## config.mk

```make
export PLATFORM = sky130hd
export DESIGN_NAME = shift_add_integer_alu
export DESIGN_NICKNAME = d
export VERILOG_FILES = /design/src/hw/rtl/saia_pkg.sv /design/src/hw/rtl/shift_add_integer_alu.sv /design/src/hw/rtl/saia_core.sv
export SDC_FILE = /design/constraint.sdc
export NUM_CORES = 1
export LEC_CHECK = 0
export ABC_AREA = 1
export BUFFER_PORTS_ARGS = -buffer_cell sky130_fd_sc_hd__buf_2
export CELL_PAD_IN_SITES_DETAIL_PLACEMENT = 1
export CELL_PAD_IN_SITES_GLOBAL_PLACEMENT = 1
export CORE_MARGIN = 3
export CORE_UTILIZATION = 47
export DETAILED_ROUTE_END_ITERATION = 6
export PLACE_DENSITY = 0.9
export SLEW_MARGIN = 20
export SYNTH_ARGS = -nofsm -noshare
export SYNTH_HDL_FRONTEND = slang
export SYNTH_SLANG_ARGS = --single-unit
```

## constraint.sdc

```tcl
create_clock -name clk -period 12.6 [get_ports clk]
set_input_delay 2.52 -clock clk [delete_from_list [all_inputs] [get_ports clk]]
set_output_delay 2.52 -clock clk [all_outputs]
set_load 0.01 [all_outputs]
```

## src/hw/rtl/saia_pkg.sv

```systemverilog
// saia_pkg: opcodes, widths and handshake structs for the shift-add integer ALU.
// No dependencies; used by saia_core and shift_add_integer_alu.
package saia_pkg;

	localparam int WORD_W = 64;
	localparam int CNT_W  = 6;

	typedef enum logic [1:0] {
		OP_ADD = 2'd0,
		OP_SUB = 2'd1,
		OP_MUL = 2'd2,
		OP_DIV = 2'd3
	} op_t;

	typedef struct packed {
		logic start;
		op_t  op;
	} saia_ctl_t;

	typedef struct packed {
		logic busy;
		logic done;
	} saia_sts_t;

endpackage

```

## src/hw/rtl/shift_add_integer_alu.sv

```systemverilog
// shift_add_integer_alu: add, subtract and multiply run over the full word, divide over
// DIV_BITS bits, on the one-bit-per-cycle datapath in saia_core; the core's result is then
// registered into the output register that drives rsp_valid, once that register is free.
// A finished word waits in the output register while the next one is computed.
// arst_n clears the handshake state; no data is reset. Depends on saia_pkg, saia_core.
module shift_add_integer_alu #(
	parameter int DIV_BITS = 32
) (
	input  logic                        clk,
	input  logic                        arst_n,
	input  logic                        req_valid,
	output logic                        req_ready,
	input  logic [1:0]                  opcode,
	input  logic signed [63:0]          operand_a,
	input  logic signed [63:0]          operand_b,
	output logic                        rsp_valid,
	input  logic                        rsp_ready,
	output logic signed [63:0]          result
);

	saia_pkg::saia_ctl_t         ctl;
	saia_pkg::saia_sts_t         sts;
	logic [saia_pkg::WORD_W-1:0] acc;
	logic                        busy_q;
	logic                        rsp_valid_q;
	logic [saia_pkg::WORD_W-1:0] result_q;
	logic                        move;

	assign req_ready = ~busy_q;
	assign ctl.start = req_valid & req_ready;
	assign ctl.op    = saia_pkg::op_t'(opcode);
	assign move      = busy_q & sts.done & ~sts.busy & (~rsp_valid_q | rsp_ready);

	saia_core #(
		.DIV_BITS(DIV_BITS)
	) u_core (
		.clk    (clk),
		.arst_n (arst_n),
		.ctl    (ctl),
		.a      (operand_a),
		.b      (operand_b),
		.sts    (sts),
		.acc    (acc)
	);

	always_ff @(posedge clk or negedge arst_n) begin
		if (!arst_n) begin
			busy_q      <= 1'b0;
			rsp_valid_q <= 1'b0;
		end else begin
			if (ctl.start) begin
				busy_q <= 1'b1;
			end else if (move) begin
				busy_q <= 1'b0;
			end
			if (move) begin
				rsp_valid_q <= 1'b1;
			end else if (rsp_ready) begin
				rsp_valid_q <= 1'b0;
			end
		end
	end

	always_ff @(posedge clk) begin
		if (move) begin
			result_q <= acc;
		end
	end

	assign rsp_valid = rsp_valid_q;
	assign result    = result_q;

endmodule

```

## src/hw/rtl/saia_core.sv

```systemverilog
// saia_core: one-bit-per-cycle datapath. Serial add/subtract, shift-add multiply,
// restoring divide. Depends on saia_pkg.
module saia_core #(
	parameter int DIV_BITS = 32
) (
	input  logic                        clk,
	input  logic                        arst_n,
	input  saia_pkg::saia_ctl_t         ctl,
	input  logic [saia_pkg::WORD_W-1:0] a,
	input  logic [saia_pkg::WORD_W-1:0] b,
	output saia_pkg::saia_sts_t         sts,
	output logic [saia_pkg::WORD_W-1:0] acc
);

	logic [saia_pkg::WORD_W-1:0] a_q;
	logic [saia_pkg::WORD_W-1:0] b_q;
	logic [saia_pkg::WORD_W-1:0] acc_q;
	logic [DIV_BITS-1:0]         rem_q;
	logic [saia_pkg::CNT_W-1:0]  cnt_q;
	saia_pkg::op_t               op_q;
	logic                        carry_q;
	logic                        busy_q;
	logic                        done_q;

	logic                        bx;
	logic                        sbit;
	logic                        cout;
	logic [DIV_BITS:0]           rem_sh;
	logic [DIV_BITS+1:0]         diff;
	logic                        qbit;

	// serial adder bit
	assign bx   = b_q[0] ^ (op_q == saia_pkg::OP_SUB);
	assign sbit = a_q[0] ^ bx ^ carry_q;
	assign cout = (a_q[0] & bx) | (a_q[0] & carry_q) | (bx & carry_q);

	// restoring divide trial subtract
	assign rem_sh = {rem_q, a_q[DIV_BITS-1]};
	assign diff   = {1'b0, rem_sh} - {2'b00, b_q[DIV_BITS-1:0]};
	assign qbit   = ~diff[DIV_BITS+1];

	always_ff @(posedge clk or negedge arst_n) begin
		if (!arst_n) begin
			busy_q <= 1'b0;
			done_q <= 1'b0;
			cnt_q  <= '0;
		end else if (ctl.start) begin
			busy_q <= 1'b1;
			done_q <= 1'b0;
			if (ctl.op == saia_pkg::OP_DIV) begin
				cnt_q <= saia_pkg::CNT_W'(DIV_BITS - 1);
			end else begin
				cnt_q <= saia_pkg::CNT_W'(saia_pkg::WORD_W - 1);
			end
		end else if (busy_q) begin
			cnt_q <= cnt_q - 1'b1;
			if (cnt_q == '0) begin
				busy_q <= 1'b0;
				done_q <= 1'b1;
			end
		end
	end

	always_ff @(posedge clk) begin
		if (ctl.start) begin
			a_q     <= a;
			b_q     <= b;
			acc_q   <= '0;
			rem_q   <= '0;
			op_q    <= ctl.op;
			carry_q <= (ctl.op == saia_pkg::OP_SUB);
		end else if (busy_q) begin
			case (op_q)
				saia_pkg::OP_ADD, saia_pkg::OP_SUB: begin
					acc_q   <= {sbit, acc_q[saia_pkg::WORD_W-1:1]};
					a_q     <= {1'b0, a_q[saia_pkg::WORD_W-1:1]};
					b_q     <= {1'b0, b_q[saia_pkg::WORD_W-1:1]};
					carry_q <= cout;
				end
				saia_pkg::OP_MUL: begin
					if (b_q[0]) begin
						acc_q <= acc_q + a_q;
					end
					a_q <= {a_q[saia_pkg::WORD_W-2:0], 1'b0};
					b_q <= {1'b0, b_q[saia_pkg::WORD_W-1:1]};
				end
				default: begin
					if (qbit) begin
						rem_q <= diff[DIV_BITS-1:0];
					end else begin
						rem_q <= rem_sh[DIV_BITS-1:0];
					end
					acc_q <= {acc_q[saia_pkg::WORD_W-2:0], qbit};
					a_q   <= {a_q[saia_pkg::WORD_W-2:0], 1'b0};
				end
			endcase
		end
	end

	assign sts.busy = busy_q;
	assign sts.done = done_q;
	assign acc      = acc_q;

endmodule

```

==> results.sh, run 1 <==
export IMPL_syn_to_final_growth_pct=12.4
export IMPL_portBuffers=199
export IMPL_grt_max_degree=104
export IMPL_drv_slew=0
export IMPL_dp_cells=3764
export IMPL_timing_final_ws_setup_ps=7800
export IMPL_design_area_um2=23600
export IMPL_endpoint_kind="register"
export IMPL_async_flop_share_pct=3.32
export IMPL_cts_setup_buffers=0
export IMPL_n_antenna_cell=0
export IMPL_critPathMaxFanout=76
export IMPL_clk_latency_ps=560
export IMPL_synth_area_top_cells="edfxtp_1 (28%), nand2_1 (19%), dfxtp_1 (9.2%), inv_1 (8.7%), a21oi_1 (6.5%)"
export IMPL_grt_pass1_vias=22200
export IMPL_clk_path_buf_depth=3
export IMPL_hp_class="register to register"
export IMPL_finalSetupViolations=0
export IMPL_die_area_um2=47100
export IMPL_dr_pass1_iters=5
export IMPL_cp_start_kind="input pin"
export IMPL_fmax_mhz=208
export IMPL_period_needed_ps=4800
export IMPL_cts_num_sinks=301
export IMPL_worstPathArrival_ps=5050
export IMPL_start_util_pct=48.1
export IMPL_fin_nets=3451
export IMPL_synth_seq_cells=301
export IMPL_grtUsageMet1_pct=39.0
export IMPL_ir_worst_vdd_mv=0.184
export IMPL_drive_gt1_share_pct=10.0
export IMPL_ys_flop_type="edfxtp_1"
export IMPL_cellLeakagePower_uw=0.0118
export IMPL_slew_headroom_pct=27.6
export IMPL_synth_most_common_cell="nand2_1"
export IMPL_drv_cap=0
export IMPL_grt_util_met2_pct=55.3
export IMPL_cts_tree="yes"
export IMPL_tightest_slew_ps=1090
export IMPL_hold_viol_final=0
export IMPL_syn_instance_count=3065
export IMPL_dr_first_iter_drc_count=1294
export IMPL_syn_num_nets=3299
export IMPL_cts_root_buf="clkbuf_16"
export IMPL_rows=76
export IMPL_overflow=0
export IMPL_grtUsageTotal_pct=30.9
export IMPL_synth_top_area_share_pct=27.9
export IMPL_fp_dieW_um=217
export IMPL_cts_resized=0
export IMPL_grt_pass1_wl_mm=118
export IMPL_fin_crit_sh_pct=38.1
export IMPL_via_count=21000
export IMPL_htreeDepth=2
export IMPL_synth_warnings=0
export IMPL_synth_edf_count=195
export IMPL_ioPinCount=200
export IMPL_ant_nets=0
export IMPL_holdBufCountCts=0
export IMPL_fin_tns_setup_ps=0
export IMPL_numCtsBuffers=36
export IMPL_gp_congestion=0.970
export IMPL_gr_usage_met3_pct=4.31
export IMPL_yosys_area_top_type="edfxtp_1"
export IMPL_synth_distinct_cells=47
export IMPL_multi_input_area_um2=10700
export IMPL_fill_cells=5813
export IMPL_ys_top_cells_by_count="nand2_1 (1048), inv_1 (486), a21oi_1 (274), nor2_1 (226), edfxtp_1 (195)"
export IMPL_clk_pin_slew_ps=60
export IMPL_pre_cts_ws_ps=7200
export IMPL_dpl_hpwl_mm=55.2
export IMPL_coreArea_um2=43600
export IMPL_route_detailed_drc=0
export IMPL_die_y_um=217
export IMPL_regArea_um2=8030
export IMPL_critical_path_class="input pin to register"
export IMPL_outcome="complete, no violations"
export IMPL_layout_cells_non_filler=3830
export IMPL_viasPerCell=5.49
export IMPL_yosysSeqAreaShare_pct=38.3
export IMPL_rsz0062_at_grt="false"
export IMPL_clock_skew_ps=21.6
export IMPL_avgSynthCellArea_um2=6.84
export IMPL_min_path_cells=2
export IMPL_powerDensity_nw_per_um2=327
export IMPL_wl_per_cell_um=19.3
export IMPL_placed_area_um2=22400
export IMPL_mappedNetlistArea_um2=21000
export IMPL_antenna_found_initial=0
export IMPL_worst_r2r_cell_count=6
export IMPL_routed_wl_mm=73.7
export IMPL_required_ps=12850
export IMPL_top_usage_layer="met2"
export IMPL_rrSetupSlack_ps=9180
export IMPL_power_total_uw=7700
## worst paths after layout
path	startpoint	end
worst max-delay path	req_valid	u_core.a_q[59]$_DFFE_PP_
worst min-delay path	u_core.rem_q[2]$_SDFFE_PP0P_	u_core.rem_q[2]$_SDFFE_PP0P_
worst max register to register	u_core.op_q[1]$_DFFE_PP_	u_core.b_q[16]$_DFFE_PP_
worst min register to register	u_core.rem_q[2]$_SDFFE_PP0P_	u_core.rem_q[2]$_SDFFE_PP0P_
max in group asynchronous	arst_n	u_core.busy_q$_DFF_PN0_
min in group asynchronous	arst_n	u_core.cnt_q[4]$_DFFE_PN0P_
## worst max-delay path: stages
cell	delay [ps]
buf_2	110
nand2_4	330
buf_4	720
nand2_2	730
buf_4	520
## state kept, by name, summed over array words and instances (netlist names)
| register | cells |
|---|---|
| result | 64 |
| u_core.a_q | 64 |
| u_core.acc | 64 |
| u_core.b_q | 64 |
| u_core.rem_q | 32 |
| u_core.cnt_q | 6 |
| u_core.op_q | 2 |
| busy_q | 1 |
| rsp_valid | 1 |
| u_core.busy_q | 1 |
| u_core.carry_q | 1 |
| u_core.done_q | 1 |
## final cells by class
| type | instances | area share [%] |
|---|---|---|
| Clock buffer | 50 | 4.35 |
| Sequential cell | 301 | 34.1 |
| Timing Repair Buffer | 212 | 4.66 |
| Tap cell | 585 | 3.11 |
| Multi-Input combinational cell | 2173 | 45.4 |
| Inverter | 493 | 7.89 |
| Clock inverter | 16 | 0.515 |
## through the flow
stage / util (%) / hold WS (ps)
after floorplan: - / 454
after global placement: 51.4 / 481
after detailed placement: 51.4 / 504
after CTS: 54.1 / 518
after global routing: 54.1 / 531
final: 54.1 / 513
## routing by layer
| layer | part of all wire [%] | vias to the layer above |
|---|---|---|
| met1 | 43 | 10200 |
| met5 | 0 | - |
| met3 | 4.6 | 117 |
| met4 | 2.6 | 0 |
| li1 | - | 10200 |
| met2 | 50 | 475 |
## where the power goes
part / internal [uW] / total, uW / switching [uW]
Sequential: 1620 / 2000 / 384
Clock: 593 / 1040 / 443
Combinational: 1490 / 4660 / 3170
Total: 3700 / 7700 / 4000
## cell families (layout without fill, tap and decap cells)
| kind of cell | Yosys count | after routing | share of synthesized area [%] |
|---|---|---|---|
| buffers and inverters | 591 | 771 | 10.9 |
| AOI/OAI and AO/OA | 534 | 534 | 14.5 |
| xor gates and xnor gates | 17 | 17 | 0.711 |
| adders and majority gates | 100 | 100 | 6.08 |
| DFF | 301 | 301 | 38.3 |
| and+or+nand+nor | 1522 | 1522 | 29.5 |
## placed cells by master (no fill, tap or decap), drive strengths merged, types with 2 or more instances in the layout
master / netlist / routed
nor2: 237 / 237
a21oi: 278 / 278
o211ai: 2 / 2
a221oi: 66 / 66
fa: 3 / 3
a31oi: 3 / 3
clkbuf: 77 / 50
nand2: 1058 / 1058
o21a: 13 / 13
edfxtp: 195 / 195
xor2: 16 / 16
dfxtp: 96 / 96
nor4: 4 / 4
nand3: 148 / 148
o21ai: 154 / 154
or2: 16 / 16
nor3: 22 / 22
o21bai: 9 / 9
dfrtp: 10 / 10
a21o: 5 / 5
and2: 2 / 2
inv: 491 / 494
clkinvlp: 0 / 2
nand4: 19 / 19
a41oi: 3 / 3
buf: 21 / 212
nand3b: 14 / 14
clkinv: 2 / 12
ha: 97 / 97
(Power assumes the default switching activity.)
==> run 2, diff against run 1 <==
Settings changed: CORE_UTILIZATION 47 to 39, PLACE_DENSITY 0.9 to 0.8.
Clock period 12.6 ns to 4.35 ns, I/O delays scaled along.
==> results.sh, run 2 (synthesized netlist as in run 1, its figures left out) <==
export IMPL_outcome="complete, no violations"
export IMPL_grtUsageTotal_pct=25.3
export IMPL_endpoint_kind="register"
export IMPL_powerDensity_nw_per_um2=929
export IMPL_required_ps=4820
export IMPL_fin_nets=3455
export IMPL_die_area_um2=56500
export IMPL_ant_nets=0
export IMPL_period_needed_ps=2980
export IMPL_cts_root_buf="clkbuf_16"
export IMPL_dr_pass1_iters=5
export IMPL_grt_pass1_wl_mm=116
export IMPL_drive_gt1_share_pct=10.0
export IMPL_clock_skew_ps=34.4
export IMPL_final_cell_mix="nand2_1 (1046), inv_1 (485), a21oi_1 (274)"
export IMPL_hp_class="input pin to async pin"
export IMPL_die_y_um=238
export IMPL_fmax_mhz=336
export IMPL_ioPinCount=200
export IMPL_timing_final_ws_setup_ps=1370
export IMPL_fin_util_pct=45.0
export IMPL_dr_first_iter_drc_count=1130
export IMPL_fp_dieW_um=238
export IMPL_cts_setup_buffers=0
export IMPL_pre_cts_ws_ps=1320
export IMPL_finalSetupViolations=0
export IMPL_drv_cap=0
export IMPL_critPathMaxFanout=33
export IMPL_grt_max_degree=185
export IMPL_hold_viol_final=0
export IMPL_rows=84
export IMPL_fin_crit_sh_pct=68.4
export IMPL_power_total_uw=22100
export IMPL_clk_path_buf_depth=3
export IMPL_antenna_found_initial=5
export IMPL_gp_congestion=0.935
export IMPL_via_count=20500
export IMPL_ir_worst_vdd_mv=0.468
export IMPL_viasPerCell=5.21
export IMPL_portBuffers=199
export IMPL_rsz0062_at_grt="false"
export IMPL_clk_latency_ps=600
export IMPL_numCtsBuffers=37
export IMPL_wl_per_cell_um=18.3
export IMPL_grt_pass1_vias=21500
export IMPL_routed_wl_mm=72.0
export IMPL_drv_slew=0
export IMPL_cellLeakagePower_uw=0.0118
export IMPL_mostFrequentLayoutCell="nand2_1"
export IMPL_route_detailed_drc=0
export IMPL_worstPathArrival_ps=3440
export IMPL_tightest_slew_ps=1020
export IMPL_cp_start_kind="register"
export IMPL_htreeDepth=2
export IMPL_cts_resized=0
export IMPL_dpl_hpwl_mm=55.3
export IMPL_holdBufCountCts=0
export IMPL_slew_headroom_pct=31.8
export IMPL_coreArea_um2=52900
export IMPL_cts_tree="yes"
export IMPL_start_util_pct=39.6
export IMPL_critical_path_class="register to register"
export IMPL_cts_num_sinks=301
export IMPL_clk_pin_slew_ps=60
export IMPL_fin_tns_setup_ps=0
export IMPL_syn_to_final_growth_pct=13.5
export IMPL_overflow=0
-- run 2: worst paths after layout --
check                      depth (start not counted)  slack [ps]                            to                          from
max in group asynchronous                          1        3990   u_core.cnt_q[3]$_DFFE_PN0P_                        arst_n
min                                                1         150            busy_q$_DFFE_PN0P_                        arst_n
max                                                8        1370   u_core.acc[36]$_SDFFE_PP0P_      u_core.op_q[1]$_DFFE_PP_
max reg2reg                                        8        1370   u_core.acc[36]$_SDFFE_PP0P_      u_core.op_q[1]$_DFFE_PP_
min reg2reg                                        2         500  u_core.rem_q[2]$_SDFFE_PP0P_  u_core.rem_q[2]$_SDFFE_PP0P_
min in group clk                                   2         500         rsp_valid$_DFFE_PN0P_                     rsp_ready
-- run 2: cell type report --
cell class                      count  area [um2]
Sequential cell                   301        8030
Multi-Input combinational cell   2173       10700
Inverter                          493        1860
Timing Repair Buffer              215        1140
Antenna cell                        4        10.0
Tap cell                          688         861
Clock buffer                       48        1010
Fill cell                        6963       29100
Clock inverter                     19         174
-- run 2: metal layers --
metal / vias to the layer above / wire length [um] / part of all wire [%] / GRT usage [%]
li1: 10200 / - / - / -
met1: 9816 / 32000 / 44 / 31.8
met2: 365 / 34800 / 48 / 44.3
met3: 128 / 2740 / 3.8 / 3.48
met4: 2 / 2520 / 3.5 / 9.49
met5: - / 17 / 0.024 / 0
-- run 2: where the power goes --
group	switching, uW	internal, uW
registers	1120	4690
clock network	1320	1720
logic	8930	4320
total	11400	10700
-- run 2: per-stage QoR --
step	instance area, um2	cells	hold slack [ps]
finish	23800	3941	151
global route	23800	3937	157
CTS	23800	3937	133
detailed placement	22600	3870	487
global placement	22600	3870	479
floorplan	21000	3065	454
-- run 2: worst max-delay path, cell delays in order, from the launching register on --
cell      delay [ps]
edfxtp_1         790
inv_4            230
nor2_4            50
inv_2            310
o21ai_4           70
inv_1            740
buf_12           270
o21ai_0          110
a21oi_1          260
==> run 3, diff against run 2 <==
Clock period 4.35 ns to 2.66 ns, I/O delays scaled along.
==> results.sh, run 3 (synthesized netlist as in run 1, its figures left out) <==
export IMPL_cp_slowest_stage_delay_ps=510
export IMPL_fin_util_pct=46.1
export IMPL_fin_nets=3499
export IMPL_wl_per_cell_um=19.4
export IMPL_routed_wl_mm=77.2
export IMPL_dr_pass1_iters=5
export IMPL_critical_path_class="register to register"
export IMPL_hold_viol_final=0
export IMPL_drive_gt1_share_pct=12.4
export IMPL_final_cell_mix="nand2_1 (1034), inv_1 (484), a21oi_1 (272)"
export IMPL_clk_pin_slew_ps=70
export IMPL_cts_tree="yes"
export IMPL_worstPathArrival_ps=2990
export IMPL_mostFrequentLayoutCell="nand2_1"
export IMPL_required_ps=3120
export IMPL_viasPerCell=5.29
export IMPL_ant_nets=0
export IMPL_die_area_um2=56500
export IMPL_clk_latency_ps=570
export IMPL_pre_cts_ws_ps=-130
export IMPL_cts_root_buf="clkbuf_16"
export IMPL_grtUsageTotal_pct=27.0
export IMPL_cpMostUsedCell="nand2_1"
export IMPL_htreeDepth=2
export IMPL_outcome="complete, no violations"
export IMPL_grtUsageMet1_pct=33.4
export IMPL_gr_usage_met3_pct=3.99
export IMPL_antenna_found_initial=5
export IMPL_fin_tns_setup_ps=0
export IMPL_cpLargestDelayFamily="simple AND/OR/NAND/NOR gates"
export IMPL_timing_hold_ws_ps=158
export IMPL_gp_congestion=0.944
export IMPL_ioPinCount=200
export IMPL_cts_num_sinks=301
export IMPL_grt_util_met2_pct=48.1
export IMPL_syn_to_final_growth_pct=16.3
export IMPL_portBuffers=199
export IMPL_finalSetupViolations=0
export IMPL_rows=84
export IMPL_top_usage_layer="met2"
export IMPL_ir_worst_vdd_mv=0.724
export IMPL_cp_num_buf_inv=2
export IMPL_placed_area_um2=22900
export IMPL_dr_first_iter_drc_count=1033
export IMPL_cellLeakagePower_uw=0.0121
export IMPL_drv_cap=0
export IMPL_fmax_mhz=394
export IMPL_slew_headroom_pct=41.2
export IMPL_via_count=21100
export IMPL_clock_skew_ps=20.8
export IMPL_timing_final_ws_setup_ps=125
export IMPL_powerDensity_nw_per_um2=1560
export IMPL_crit_chain="buf_12 > inv_2 > ha_2 > fa_2 > o21ai_4 > nand2_1 > nand2_2 > nand2_1 > nand2_1 > nand2_1 > nand2_1 > nand2_1 > nand2_1 > nor2_1 > nor2_1 > nor2_1"
export IMPL_dpl_hpwl_mm=58.9
export IMPL_hp_class="input pin to register"
export IMPL_critPathMaxFanout=4
export IMPL_clk_path_buf_depth=3
export IMPL_grt_pass1_vias=22200
export IMPL_cp_start_kind="register"
export IMPL_numCtsBuffers=36
export IMPL_fp_dieW_um=238
export IMPL_grt_pass1_wl_mm=121
export IMPL_coreArea_um2=52900
export IMPL_route_detailed_drc=0
export IMPL_period_needed_ps=2540
export IMPL_drv_slew=0
export IMPL_grt_max_degree=126
export IMPL_tightest_slew_ps=881
export IMPL_die_y_um=238
export IMPL_fin_crit_sh_pct=95.3
export IMPL_design_area_um2=24400
export IMPL_crit_path_top_delay_cell="edfxtp_1"
export IMPL_start_util_pct=39.6
export IMPL_overflow=0
export IMPL_rsz0062_at_grt="true"
export IMPL_endpoint_kind="register"
## run 3: cell count changes in the layout (fill, tap and decap cells not counted), sizes merged
| cell | previous run | this run |
|---|---|---|
| buf | 215 | 259 |
| bufinv | 1 | 4 |
| clkinv | 16 | 14 |
| clkinvlp | 3 | 1 |
| diode | 4 | 2 |
| clkbuf | 48 | 47 |
| dlygate4sd3 | 0 | 1 |
| inv | 492 | 493 |
## run 3: final timing paths
check	depth (start not counted)	end	startpoint	slack, ps
hold reg to reg	2	u_core.rem_q[2]$_SDFFE_PP0P_	u_core.rem_q[2]$_SDFFE_PP0P_	500
min in group asynchronous	2	u_core.cnt_q[4]$_DFFE_PN0P_	arst_n	390
setup reg to reg	16	u_core.rem_q[28]$_SDFFE_PP0P_	u_core.a_q[31]$_DFFE_PP_	120
setup / recovery	16	u_core.rem_q[28]$_SDFFE_PP0P_	u_core.a_q[31]$_DFFE_PP_	120
hold / removal	2	rsp_valid$_DFFE_PN0P_	rsp_ready	160
max in group asynchronous	2	u_core.busy_q$_DFF_PN0_	arst_n	2060
## run 3: metrics by stage
stage          instances  total power, uW
2_1_floorplan       3065            24500
3_3_place_gp        3908            31300
3_5_place_dp        3908            32100
4_1_cts             3976            37600
5_1_grt             3981            41400
6_report            3983            37900
## run 3: timing repair
item	CTS	global route
hold buffers	1	0
hold endpoints to repair	10	0
pin swaps	1	3
setup buffers	1	5
gates cloned	0	0
endpoints found under the setup margin	14	34
resized for setup	7	35
## run 3: metal layers
layer  wire length [um]  part of all wire [%]  vias to the layer above
li1                   -                     -                    10300
met1              33000                    43                    10200
met2              38000                    49                      457
met3               3580                   4.6                      132
met4               2550                   3.3                        6
met5                 41                 0.053                        -
## run 3: final cells by class
| class | instances | area [um2] |
|---|---|---|
| Fill cell | 6862 | 28500 |
| Multi-Input combinational cell | 2173 | 10800 |
| Sequential cell | 301 | 8030 |
| Inverter | 493 | 1860 |
| Timing Repair Buffer | 260 | 1570 |
| Clock buffer | 47 | 992 |
| Tap cell | 688 | 861 |
| Clock inverter | 19 | 228 |
| Antenna cell | 2 | 5.00 |
## run 3: power by group
part,switching [uW],internal (uW)
clock network,2150,3050
registers,1820,7660
logic,15400,7800
total,19400,18500
